[config.mk]
export PLATFORM = sky130hd
export DESIGN_NAME = min_tracking_stack
export DESIGN_NICKNAME = d
export VERILOG_FILES = /design/src/hdl/mts_pkg.sv /design/src/hdl/mts_ctrl.sv /design/src/hdl/mts_dpath.sv /design/src/hdl/min_tracking_stack.sv
export VERILOG_INCLUDE_DIRS = /design/src /design/src/hdl
export SDC_FILE = /design/constraint.sdc
export NUM_CORES = 2
export LEC_CHECK = 0
export BUFFER_PORTS_ARGS = -buffer_cell sky130_fd_sc_hd__buf_2
export CAP_MARGIN = 20
export CORE_ASPECT_RATIO = 1.5
export CORE_MARGIN = 3
export CORE_UTILIZATION = 45
export DETAILED_ROUTE_END_ITERATION = 12
export SLEW_MARGIN = 10
export SYNTH_ARGS = -nofsm -noshare
export SYNTH_HDL_FRONTEND = slang
export SYNTH_SLANG_ARGS = --single-unit
[constraint.sdc]
create_clock -name i_clk -period 11.4 [get_ports i_clk]
set_input_delay 0 -clock i_clk [delete_from_list [all_inputs] [get_ports i_clk]]
set_output_delay 0 -clock i_clk [all_outputs]
set_load 0.01 [all_outputs]
[src/hdl/min_tracking_stack_assert.svh]
// Assertion macros for the min tracking stack.
`ifndef MIN_TRACKING_STACK_ASSERT_SVH
`define MIN_TRACKING_STACK_ASSERT_SVH

`ifndef SYNTH

// Same-cycle implication, sampled on i_clk, off during reset.
`define MTS_ASSERT_NOW(label, ante, cons) \
    label: assert property (@(posedge i_clk) disable iff (!i_rst_n) (ante) |-> (cons)) \
        else $error("min tracking stack: same-cycle check failed");

// Next-cycle implication, sampled on i_clk, off during reset.
`define MTS_ASSERT_NEXT(label, ante, cons) \
    label: assert property (@(posedge i_clk) disable iff (!i_rst_n) (ante) |=> (cons)) \
        else $error("min tracking stack: next-cycle check failed");

`else

`define MTS_ASSERT_NOW(label, ante, cons)
`define MTS_ASSERT_NEXT(label, ante, cons)

`endif

`endif

[src/hdl/mts_pkg.sv]
// Shared types and codes for the min tracking stack.
package mts_pkg;

    // Command codes carried on the input tuser bit
    localparam logic CMD_PUSH = 1'b0;
    localparam logic CMD_POP  = 1'b1;

    // Result status codes
    localparam logic [1:0] STATUS_OK    = 2'd0;
    localparam logic [1:0] STATUS_EMPTY = 2'd1;
    localparam logic [1:0] STATUS_FULL  = 2'd2;

    // Controller states
    typedef enum logic {
        ST_IDLE,
        ST_POP
    } t_state;

    // Commands from controller to datapath
    typedef struct packed {
        logic push_ok;     // store value, echo it
        logic push_full;   // full status result
        logic pop_empty;   // empty status result
        logic pop_start;   // pop accepted, read data captured this edge
        logic pop_finish;  // form pop result, drop the top level
        logic out_clear;   // output beat taken by the sink
    } t_dp_cmd;

    // Status from datapath to controller
    typedef struct packed {
        logic empty;
        logic full;
        logic out_valid;
    } t_dp_stat;

endpackage

[src/hdl/mts_ctrl.sv]
// Controller state machine for the min tracking stack.
module mts_ctrl (
    input  logic             i_clk,
    input  logic             i_rst_n,
    input  logic             i_s_tvalid,
    input  logic             i_cmd,
    input  logic             i_m_tready,
    input  mts_pkg::t_dp_stat i_stat,
    output logic             o_s_tready,
    output mts_pkg::t_dp_cmd  o_cmd
);
    import mts_pkg::*;

    t_state r_state;
    t_state n_state;
    logic   w_accept;

    // State register
    always_ff @(posedge i_clk) begin
        if (!i_rst_n) begin
            r_state <= ST_IDLE;
        end else begin
            r_state <= n_state;
        end
    end

    // Next state
    always_comb begin
        n_state = r_state;
        unique case (r_state)
            ST_IDLE: begin
                if (o_cmd.pop_start) begin
                    n_state = ST_POP;
                end
            end
            ST_POP: begin
                n_state = ST_IDLE;
            end
            default: begin
                n_state = ST_IDLE;
            end
        endcase
    end

    // Outputs: take a beat only when idle and the output register is empty or being drained
    always_comb begin
        o_s_tready = 1'b0;
        o_cmd      = '0;
        w_accept   = 1'b0;
        unique case (r_state)
            ST_IDLE: begin
                o_s_tready = !i_stat.out_valid || i_m_tready;
            end
            ST_POP: begin
                o_cmd.pop_finish = 1'b1;
            end
            default: begin
                o_s_tready = 1'b0;
            end
        endcase
        w_accept        = i_s_tvalid && o_s_tready;
        o_cmd.push_ok   = w_accept && (i_cmd == CMD_PUSH) && !i_stat.full;
        o_cmd.push_full = w_accept && (i_cmd == CMD_PUSH) && i_stat.full;
        o_cmd.pop_empty = w_accept && (i_cmd == CMD_POP) && i_stat.empty;
        o_cmd.pop_start = w_accept && (i_cmd == CMD_POP) && !i_stat.empty;
        o_cmd.out_clear = i_stat.out_valid && i_m_tready;
    end

endmodule

[src/hdl/mts_dpath.sv]
// Datapath for the min tracking stack: value and minimum stores, count, output register.
module mts_dpath #(
    parameter int STACK_DEPTH = 64,
    parameter int DATA_WIDTH  = 32
) (
    input  logic                         i_clk,
    input  logic                         i_rst_n,
    input  mts_pkg::t_dp_cmd              i_cmd,
    input  logic signed [DATA_WIDTH-1:0] i_push_value,
    output mts_pkg::t_dp_stat             o_stat,
    output logic signed [DATA_WIDTH-1:0] o_item_value,
    output logic signed [DATA_WIDTH-1:0] o_min_value,
    output logic                         o_min_valid,
    output logic [1:0]                   o_status
);
    import mts_pkg::*;

    localparam int AW = (STACK_DEPTH > 1) ? $clog2(STACK_DEPTH) : 1;
    localparam int CW = $clog2(STACK_DEPTH + 1);
    localparam logic [CW-1:0] COUNT_FULL = CW'(STACK_DEPTH);
    localparam logic [CW-1:0] COUNT_ONE  = CW'(1);
    localparam logic [CW-1:0] COUNT_TWO  = CW'(2);

    // Stores: value at each level and minimum of that level and all below
    logic signed [DATA_WIDTH-1:0] r_val_mem [STACK_DEPTH];
    logic signed [DATA_WIDTH-1:0] r_min_mem [STACK_DEPTH];

    logic [CW-1:0]                r_count;
    logic signed [DATA_WIDTH-1:0] r_top_min;
    logic signed [DATA_WIDTH-1:0] r_rd_val;
    logic signed [DATA_WIDTH-1:0] r_rd_min;
    logic                         r_out_valid;

    logic [CW-1:0]                w_cnt_m1;
    logic [CW-1:0]                w_cnt_m2;
    logic [AW-1:0]                w_wr_addr;
    logic signed [DATA_WIDTH-1:0] w_push_min;

    assign w_cnt_m1  = r_count - COUNT_ONE;
    assign w_cnt_m2  = r_count - COUNT_TWO;
    assign w_wr_addr = r_count[AW-1:0];

    // New running minimum for a push; the empty stack takes the value itself
    assign w_push_min = ((r_count != '0) && (r_top_min < i_push_value)) ?
                        r_top_min : i_push_value;

    assign o_stat.empty     = (r_count == '0);
    assign o_stat.full      = (r_count == COUNT_FULL);
    assign o_stat.out_valid = r_out_valid;

    // Store writes on push, registered reads of the top and the level below it
    always_ff @(posedge i_clk) begin
        if (i_cmd.push_ok) begin
            r_val_mem[w_wr_addr] <= i_push_value;
            r_min_mem[w_wr_addr] <= w_push_min;
        end
        r_rd_val <= r_val_mem[w_cnt_m1[AW-1:0]];
        r_rd_min <= r_min_mem[w_cnt_m2[AW-1:0]];
    end

    // Level count and top-of-stack minimum
    always_ff @(posedge i_clk) begin
        if (!i_rst_n) begin
            r_count <= '0;
        end else if (i_cmd.push_ok) begin
            r_count <= r_count + COUNT_ONE;
        end else if (i_cmd.pop_finish) begin
            r_count <= w_cnt_m1;
        end
    end

    always_ff @(posedge i_clk) begin
        if (i_cmd.push_ok) begin
            r_top_min <= w_push_min;
        end else if (i_cmd.pop_finish && (r_count > COUNT_ONE)) begin
            r_top_min <= r_rd_min;
        end
    end

    // Output valid flag
    always_ff @(posedge i_clk) begin
        if (!i_rst_n) begin
            r_out_valid <= 1'b0;
        end else if (i_cmd.push_ok || i_cmd.push_full || i_cmd.pop_empty
                     || i_cmd.pop_finish) begin
            r_out_valid <= 1'b1;
        end else if (i_cmd.out_clear) begin
            r_out_valid <= 1'b0;
        end
    end

    // Output payload
    always_ff @(posedge i_clk) begin
        priority if (i_cmd.push_ok) begin
            o_item_value <= i_push_value;
            o_min_value  <= w_push_min;
            o_min_valid  <= 1'b1;
            o_status     <= STATUS_OK;
        end else if (i_cmd.push_full) begin
            o_item_value <= '0;
            o_min_value  <= r_top_min;
            o_min_valid  <= 1'b1;
            o_status     <= STATUS_FULL;
        end else if (i_cmd.pop_empty) begin
            o_item_value <= '0;
            o_min_value  <= '0;
            o_min_valid  <= 1'b0;
            o_status     <= STATUS_EMPTY;
        end else if (i_cmd.pop_finish) begin
            // a pop that leaves the stack empty reports no minimum
            o_item_value <= r_rd_val;
            o_min_value  <= (r_count > COUNT_ONE) ? r_rd_min : '0;
            o_min_valid  <= (r_count > COUNT_ONE);
            o_status     <= STATUS_OK;
        end else begin
            // no new result: hold the last payload
        end
    end

endmodule

[src/hdl/min_tracking_stack.sv]
// Top level of the min tracking stack: controller, datapath and assertions.
//
//  channel | dir | handshake              | payload
//  --------+-----+------------------------+----------------------------------------
//  s       | in  | i_s_tvalid/o_s_tready  | tdata: push_value; tuser: cmd
//  m       | out | o_m_tvalid/i_m_tready  | tdata: item_value, min_value;
//          |     |                        | tuser: min_valid, status
//
// A push or an error beat has its result registered at the accept edge.
// For a pop, the store read port first registers the top entry and the running
// minimum below it, then the result is formed and the count drops.
// Input is taken only while the output register is empty or being drained, so a
// stalled sink holds off the source. Reset (i_rst_n low, synchronous) empties the
// stack and the output register; the stores are not cleared.
module min_tracking_stack #(
    parameter int STACK_DEPTH = 64,
    parameter int DATA_WIDTH  = 32
) (
    input  logic                                     i_clk,
    input  logic                                     i_rst_n,
    input  logic                                     i_s_tvalid,
    output logic                                     o_s_tready,
    // push_value [DATA_WIDTH-1:0], zero fill above
    input  logic [((DATA_WIDTH + 7) / 8) * 8 - 1:0]  i_s_tdata,
    // cmd [0]
    input  logic                                     i_s_tuser,
    output logic                                     o_m_tvalid,
    input  logic                                     i_m_tready,
    // item_value [DATA_WIDTH-1:0], min_value [2*DATA_WIDTH-1:DATA_WIDTH], zero fill above
    output logic [((2 * DATA_WIDTH + 7) / 8) * 8 - 1:0] o_m_tdata,
    // min_valid [0], status [2:1]
    output logic [2:0]                               o_m_tuser
);
    import mts_pkg::*;

    `include "min_tracking_stack_assert.svh"

    localparam int OW = ((2 * DATA_WIDTH + 7) / 8) * 8;

    t_dp_cmd                      w_cmd;
    t_dp_stat                     w_stat;
    logic signed [DATA_WIDTH-1:0] w_item_value;
    logic signed [DATA_WIDTH-1:0] w_min_value;
    logic                         w_min_valid;
    logic [1:0]                   w_status;
    logic signed [DATA_WIDTH-1:0] w_push_value;

    assign w_push_value = i_s_tdata[DATA_WIDTH-1:0];

    mts_ctrl u_ctrl (
        .i_clk      (i_clk),
        .i_rst_n    (i_rst_n),
        .i_s_tvalid (i_s_tvalid),
        .i_cmd      (i_s_tuser),
        .i_m_tready (i_m_tready),
        .i_stat     (w_stat),
        .o_s_tready (o_s_tready),
        .o_cmd      (w_cmd)
    );

    mts_dpath #(
        .STACK_DEPTH (STACK_DEPTH),
        .DATA_WIDTH  (DATA_WIDTH)
    ) u_dpath (
        .i_clk        (i_clk),
        .i_rst_n      (i_rst_n),
        .i_cmd        (w_cmd),
        .i_push_value (w_push_value),
        .o_stat       (w_stat),
        .o_item_value (w_item_value),
        .o_min_value  (w_min_value),
        .o_min_valid  (w_min_valid),
        .o_status     (w_status)
    );

    // Output beat packing
    assign o_m_tvalid = w_stat.out_valid;
    assign o_m_tdata  = OW'({w_min_value, w_item_value});
    assign o_m_tuser  = {w_status, w_min_valid};

    // No input beat while a pop is being finished
    `MTS_ASSERT_NOW(a_busy_pop, w_cmd.pop_finish, !o_s_tready)
    // The output register is empty during the pop read cycle
    `MTS_ASSERT_NEXT(a_pop_gap, w_cmd.pop_start, !o_m_tvalid)
    // An invalid minimum always reads as zero
    `MTS_ASSERT_NOW(a_min_zero, o_m_tvalid && !o_m_tuser[0], w_min_value == '0)
    // A stored push echoes its value with ok status on the next cycle
    `MTS_ASSERT_NEXT(a_push_echo, w_cmd.push_ok, o_m_tvalid && (o_m_tuser[2:1] == STATUS_OK) && (w_item_value == $past(w_push_value)))

endmodule

==> metrics.txt <==
# TYPE chip_impl_metric gauge
chip_impl_info{name="status",value="completed"} 1
chip_impl_info{name="timing.critical_path.cells",value="buf_4, buf_4, buf_4, buf_4, mux4_2, mux4_2, mux4_2"} 1
chip_impl_metric{name="finalWirelength",unit="um"} 452000
chip_impl_metric{name="regArea",unit="um^2"} 127000
chip_impl_metric{name="irDropWorstVdd",unit="uV"} 182
chip_impl_metric{name="antenna_nets_post_route",unit=""} 0
chip_impl_metric{name="worst_ep_required_time",unit="ns"} 12.21
chip_impl_info{name="critPathKind",value="reg -> reg"} 1
chip_impl_metric{name="detailroute.via_count",unit=""} 76800
chip_impl_metric{name="synth.cell_area",unit="um^2"} 163000
chip_impl_metric{name="route.detailed.drc",unit=""} 0
chip_impl_info{name="critPathTopFamily",value="buffers and inverters"} 1
chip_impl_metric{name="grt_start_max_net_pins",unit=""} 144
chip_impl_metric{name="gpl.final_weighted_congestion",unit=""} 0.812
chip_impl_metric{name="relSlewSlack",unit="%"} 17.3
chip_impl_metric{name="synthesis.yosys.warnings",unit=""} 0
chip_impl_metric{name="clock_sinks",unit=""} 4268
chip_impl_metric{name="multiInputGateArea",unit="um^2"} 34600
chip_impl_metric{name="grt_usage",unit="%"} 24.3
chip_impl_info{name="ys_dominant_reg_cell",value="sky130_fd_sc_hd__edfxtp_1"} 1
chip_impl_metric{name="maxCapViolations",unit=""} 0
chip_impl_metric{name="post-route-period-util",unit="%"} 52.9
chip_impl_metric{name="report.final.slew_viol_count",unit=""} 0
chip_impl_metric{name="clock_insertion_delay_at_the_later_pin_of_the_skew_report",unit="ns"} 0.95
chip_impl_metric{name="timing.critical_path.fanout_max",unit=""} 47
chip_impl_metric{name="max_stage_delay",unit="ns"} 0.88
chip_impl_metric{name="first_global_vias",unit=""} 77400
chip_impl_metric{name="die_width",unit="um"} 497
chip_impl_metric{name="postSynthRegisterBits",unit=""} 4268
chip_impl_metric{name="power.total",unit="mW"} 37.1
chip_impl_metric{name="synth.distinct_cells",unit=""} 49
chip_impl_metric{name="cts-buffers-inserted",unit=""} 380
chip_impl_info{name="worst_r2r_startpoint",value="u_dpath.r_count[0]$_SDFFE_PN0P_"} 1
chip_impl_metric{name="arrival",unit="ns"} 6.84
chip_impl_metric{name="initial_core_util",unit="%"} 45.3
chip_impl_info{name="tritoncts",value="yes"} 1
chip_impl_metric{name="place.detailed.hpwl",unit="um"} 250000
chip_impl_metric{name="worstPathBufferInverterCount",unit=""} 4
chip_impl_info{name="grt_setup_unrepaired",value="false"} 1
chip_impl_metric{name="max_clock_freq",unit="GHz"} 0.166
chip_impl_metric{name="rows",unit=""} 269
chip_impl_metric{name="buffers_added_on_ports",unit=""} 105
chip_impl_metric{name="floorplan_die_area",unit="um^2"} 369000
chip_impl_metric{name="drive_above_1_share",unit="%"} 32.3
chip_impl_info{name="cts-root-buf",value="sky130_fd_sc_hd__clkbuf_16"} 1
chip_impl_metric{name="finalSetupViolations",unit=""} 0
chip_impl_info{name="path_common_cell",value="sky130_fd_sc_hd__buf_4"} 1
chip_impl_metric{name="finalWorstSetupSlack",unit="ns"} 5.37
chip_impl_metric{name="syn-num-nets",unit=""} 6701
chip_impl_metric{name="timing.final.hold_violations",unit=""} 0
chip_impl_info{name="worstHoldPathType",value="in -> reg"} 1
chip_impl_metric{name="grt_pass1_wl",unit="um"} 627000
chip_impl_metric{name="grt_antenna_before_repair",unit=""} 34
chip_impl_metric{name="route.detailed.vias_per_inst",unit=""} 6.34
chip_impl_metric{name="die_height",unit="um"} 743
chip_impl_metric{name="post_synth_inst_count",unit=""} 6625
chip_impl_info{name="worstSetupEndpointType",value="flop"} 1
chip_impl_metric{name="period_needed",unit="ns"} 6.03
chip_impl_metric{name="power_per_cell_area",unit="nW/um^2"} 202
chip_impl_metric{name="pre_cts_ws",unit="ns"} 5.10
chip_impl_metric{name="number_of_enable_type_register_cells_in_the_synthesized_netlist",unit=""} 4192
chip_impl_metric{name="clkSlewWorstSetupHoldPaths",unit="ns"} 0.07
chip_impl_info{name="cpMaxStageDelayCell",value="sky130_fd_sc_hd__buf_4"} 1
chip_impl_metric{name="io-pin-count",unit=""} 106
chip_impl_metric{name="timing.clock.skew",unit="ns"} 0.0487
chip_impl_info{name="min_from",value="i_rst_n"} 1
chip_impl_metric{name="firstDrtPassIters",unit=""} 6
chip_impl_metric{name="async_flop_share",unit="%"} 0
chip_impl_metric{name="layout.nets",unit=""} 7129
chip_impl_metric{name="reg2reg_setup_slack",unit="ns"} 5.37
chip_impl_info{name="crit_start",value="u_dpath.r_count[0]$_SDFFE_PN0P_"} 1
chip_impl_metric{name="placeable_core_area",unit="um^2"} 359000
chip_impl_metric{name="cellLeakagePower",unit="nW"} 55.7
chip_impl_metric{name="initialDrtViolationCount",unit=""} 9883
chip_impl_metric{name="clock_path_buffers",unit=""} 4
chip_impl_metric{name="fin_setup_tns",unit="ns"} 0
chip_impl_metric{name="num-fill-cells",unit=""} 27500
chip_impl_metric{name="route.detailed.wl_per_inst",unit="um"} 37.3
chip_impl_metric{name="syn_to_final_growth",unit="%"} 12.9
chip_impl_metric{name="post_synth.cell_area_avg",unit="um^2"} 24.6
chip_impl_metric{name="synth_seq_area_share",unit="%"} 78.3
chip_impl_metric{name="tightest_slew",unit="ns"} 1.24
chip_impl_info{name="start_kind",value="flop"} 1
chip_impl_metric{name="globalRouteOverflowTotal",unit=""} 0
chip_impl_metric{name="ctsHtreeMaxLevel",unit=""} 5
synth_stat cells, drive strengths merged (3+ instances only):
| library cell | n | share of area (%) |
|---|---|---|
| a211oi | 5 | 0.023 |
| a21o | 5 | 0.023 |
| a21oi | 52 | 0.16 |
| a221o | 31 | 0.19 |
| and2 | 8 | 0.031 |
| and3 | 4 | 0.015 |
| buf | 149 | 0.46 |
| clkbuf | 207 | 0.48 |
| dfxtp | 76 | 0.93 |
| edfxtp | 4192 | 77 |
| ha | 39 | 0.30 |
| inv | 64 | 0.15 |
| mux2i | 7 | 0.043 |
| mux4 | 1339 | 19 |
| nand2 | 154 | 0.36 |
| nand2b | 3 | 0.012 |
| nand3 | 48 | 0.15 |
| nand4 | 7 | 0.027 |
| nor2 | 109 | 0.25 |
| nor2b | 8 | 0.031 |
| nor3 | 6 | 0.018 |
| o21ai | 43 | 0.13 |
| o221ai | 31 | 0.17 |
| or2 | 4 | 0.015 |
| xnor2 | 6 | 0.032 |
| xor2 | 3 | 0.016 |
final timing paths:
check | to | cells past startpoint
min | u_dpath.r_count[5]$_SDFFE_PN0P_ | 3
min reg2reg | u_dpath.o_status[0]$_SDFFE_PP0P_ | 2
max reg2reg | u_dpath.r_rd_min[6]$_DFF_P_ | 7
max | u_dpath.r_rd_min[6]$_DFF_P_ | 7
layout by cell type, fill, tap and decap left out, types with 34 or more instances in the layout:
master,netlist,layout
sky130_fd_sc_hd__clkinv_1,1,55
sky130_fd_sc_hd__inv_1,64,64
sky130_fd_sc_hd__nor2_4,0,66
sky130_fd_sc_hd__edfxtp_1,4192,4192
sky130_fd_sc_hd__buf_2,111,105
sky130_fd_sc_hd__bufinv_16,0,34
sky130_fd_sc_hd__nor2_1,109,43
sky130_fd_sc_hd__nand3_1,48,48
sky130_fd_sc_hd__nand2_1,154,151
sky130_fd_sc_hd__dlygate4sd3_1,0,41
sky130_fd_sc_hd__clkbuf_16,0,390
sky130_fd_sc_hd__a21oi_1,52,52
sky130_fd_sc_hd__clkinv_2,0,66
sky130_fd_sc_hd__clkbuf_1,207,81
sky130_fd_sc_hd__mux4_2,1339,1339
sky130_fd_sc_hd__dfxtp_1,76,74
sky130_fd_sc_hd__ha_1,39,37
sky130_fd_sc_hd__buf_4,2,237
area by class of cell:
class	instances	share of cell area, %
inverter	65	0.133
clock inverter	188	1.04
sequential	4268	69.3
antenna	9	0.0123
clock buffer	502	5.71
multi-input combinational	1936	18.8
tap	4742	3.23
timing repair buffer	402	1.70
registers in the layout, indices dropped and copies added, names as in the netlist, 2 cells and up:
register and cells:
u_dpath.r_val_mem 2048, u_dpath.r_min_mem 2048, u_dpath.r_top_min 32, u_dpath.r_count 7, u_dpath.r_rd_val 32, u_dpath.r_rd_min 32
u_dpath.o_min_value 32, u_dpath.o_item_value 32, u_dpath.o_status 2
timing repair:
action / in CTS / in global routing
setup buffers: 0 / 0
hold endpoints to repair: 2142 / 0
hold buffers: 41 / 0
resized for setup: 0 / 0
per-layer routing:
metal | GRT usage [%] | vias to the layer above | routed length (um)
li1 | - | 29500 | -
met1 | 33.1 | 42700 | 170000
met2 | 40.5 | 3916 | 226000
met3 | 3.57 | 701 | 37600
met4 | 8.73 | 2 | 18400
met5 | 0 | - | 13
cells by family (layout without fill, tap and decap cells):
family	after synthesis	in the layout	synth area share, %
and+or+nand+nor	358	358	0.936
buffers and inverters	421	1157	1.08
DFF	4268	4268	78.3
xor gates and xnor gates	9	9	0.0484
other	0	9	0
AOI/OAI and AO/OA	182	182	0.768
adders and majority gates	39	39	0.300
muxes	1348	1348	18.6
tightest hold or removal path: cells and delay by family:
family	cells	cell delay, ns
compound gates	1	0.15
buf+inv	2	0.79
stage by stage:
stage                     std cells  hold WS, ns  instance area, um^2  utilization (%)
after floorplan                6625       0.0989               163000                -
after global placement        11400        0.306               171000             47.5
after detailed placement      11400        0.300               171000             47.6
after CTS                     12100      0.00291               184000             51.2
after global routing          12100       0.0577               184000             51.2
final                         12100       0.0684               184000             51.2
where the power goes:
group / leakage [nW] / switching [mW] / internal [mW]
Clock: 6.08 / 5.67 / 7.26
Sequential: 38.4 / 0.251 / 18.1
Combinational: 11.2 / 3.52 / 2.32
Total: 55.7 / 9.44 / 27.7
(Power assumes the default switching activity.)
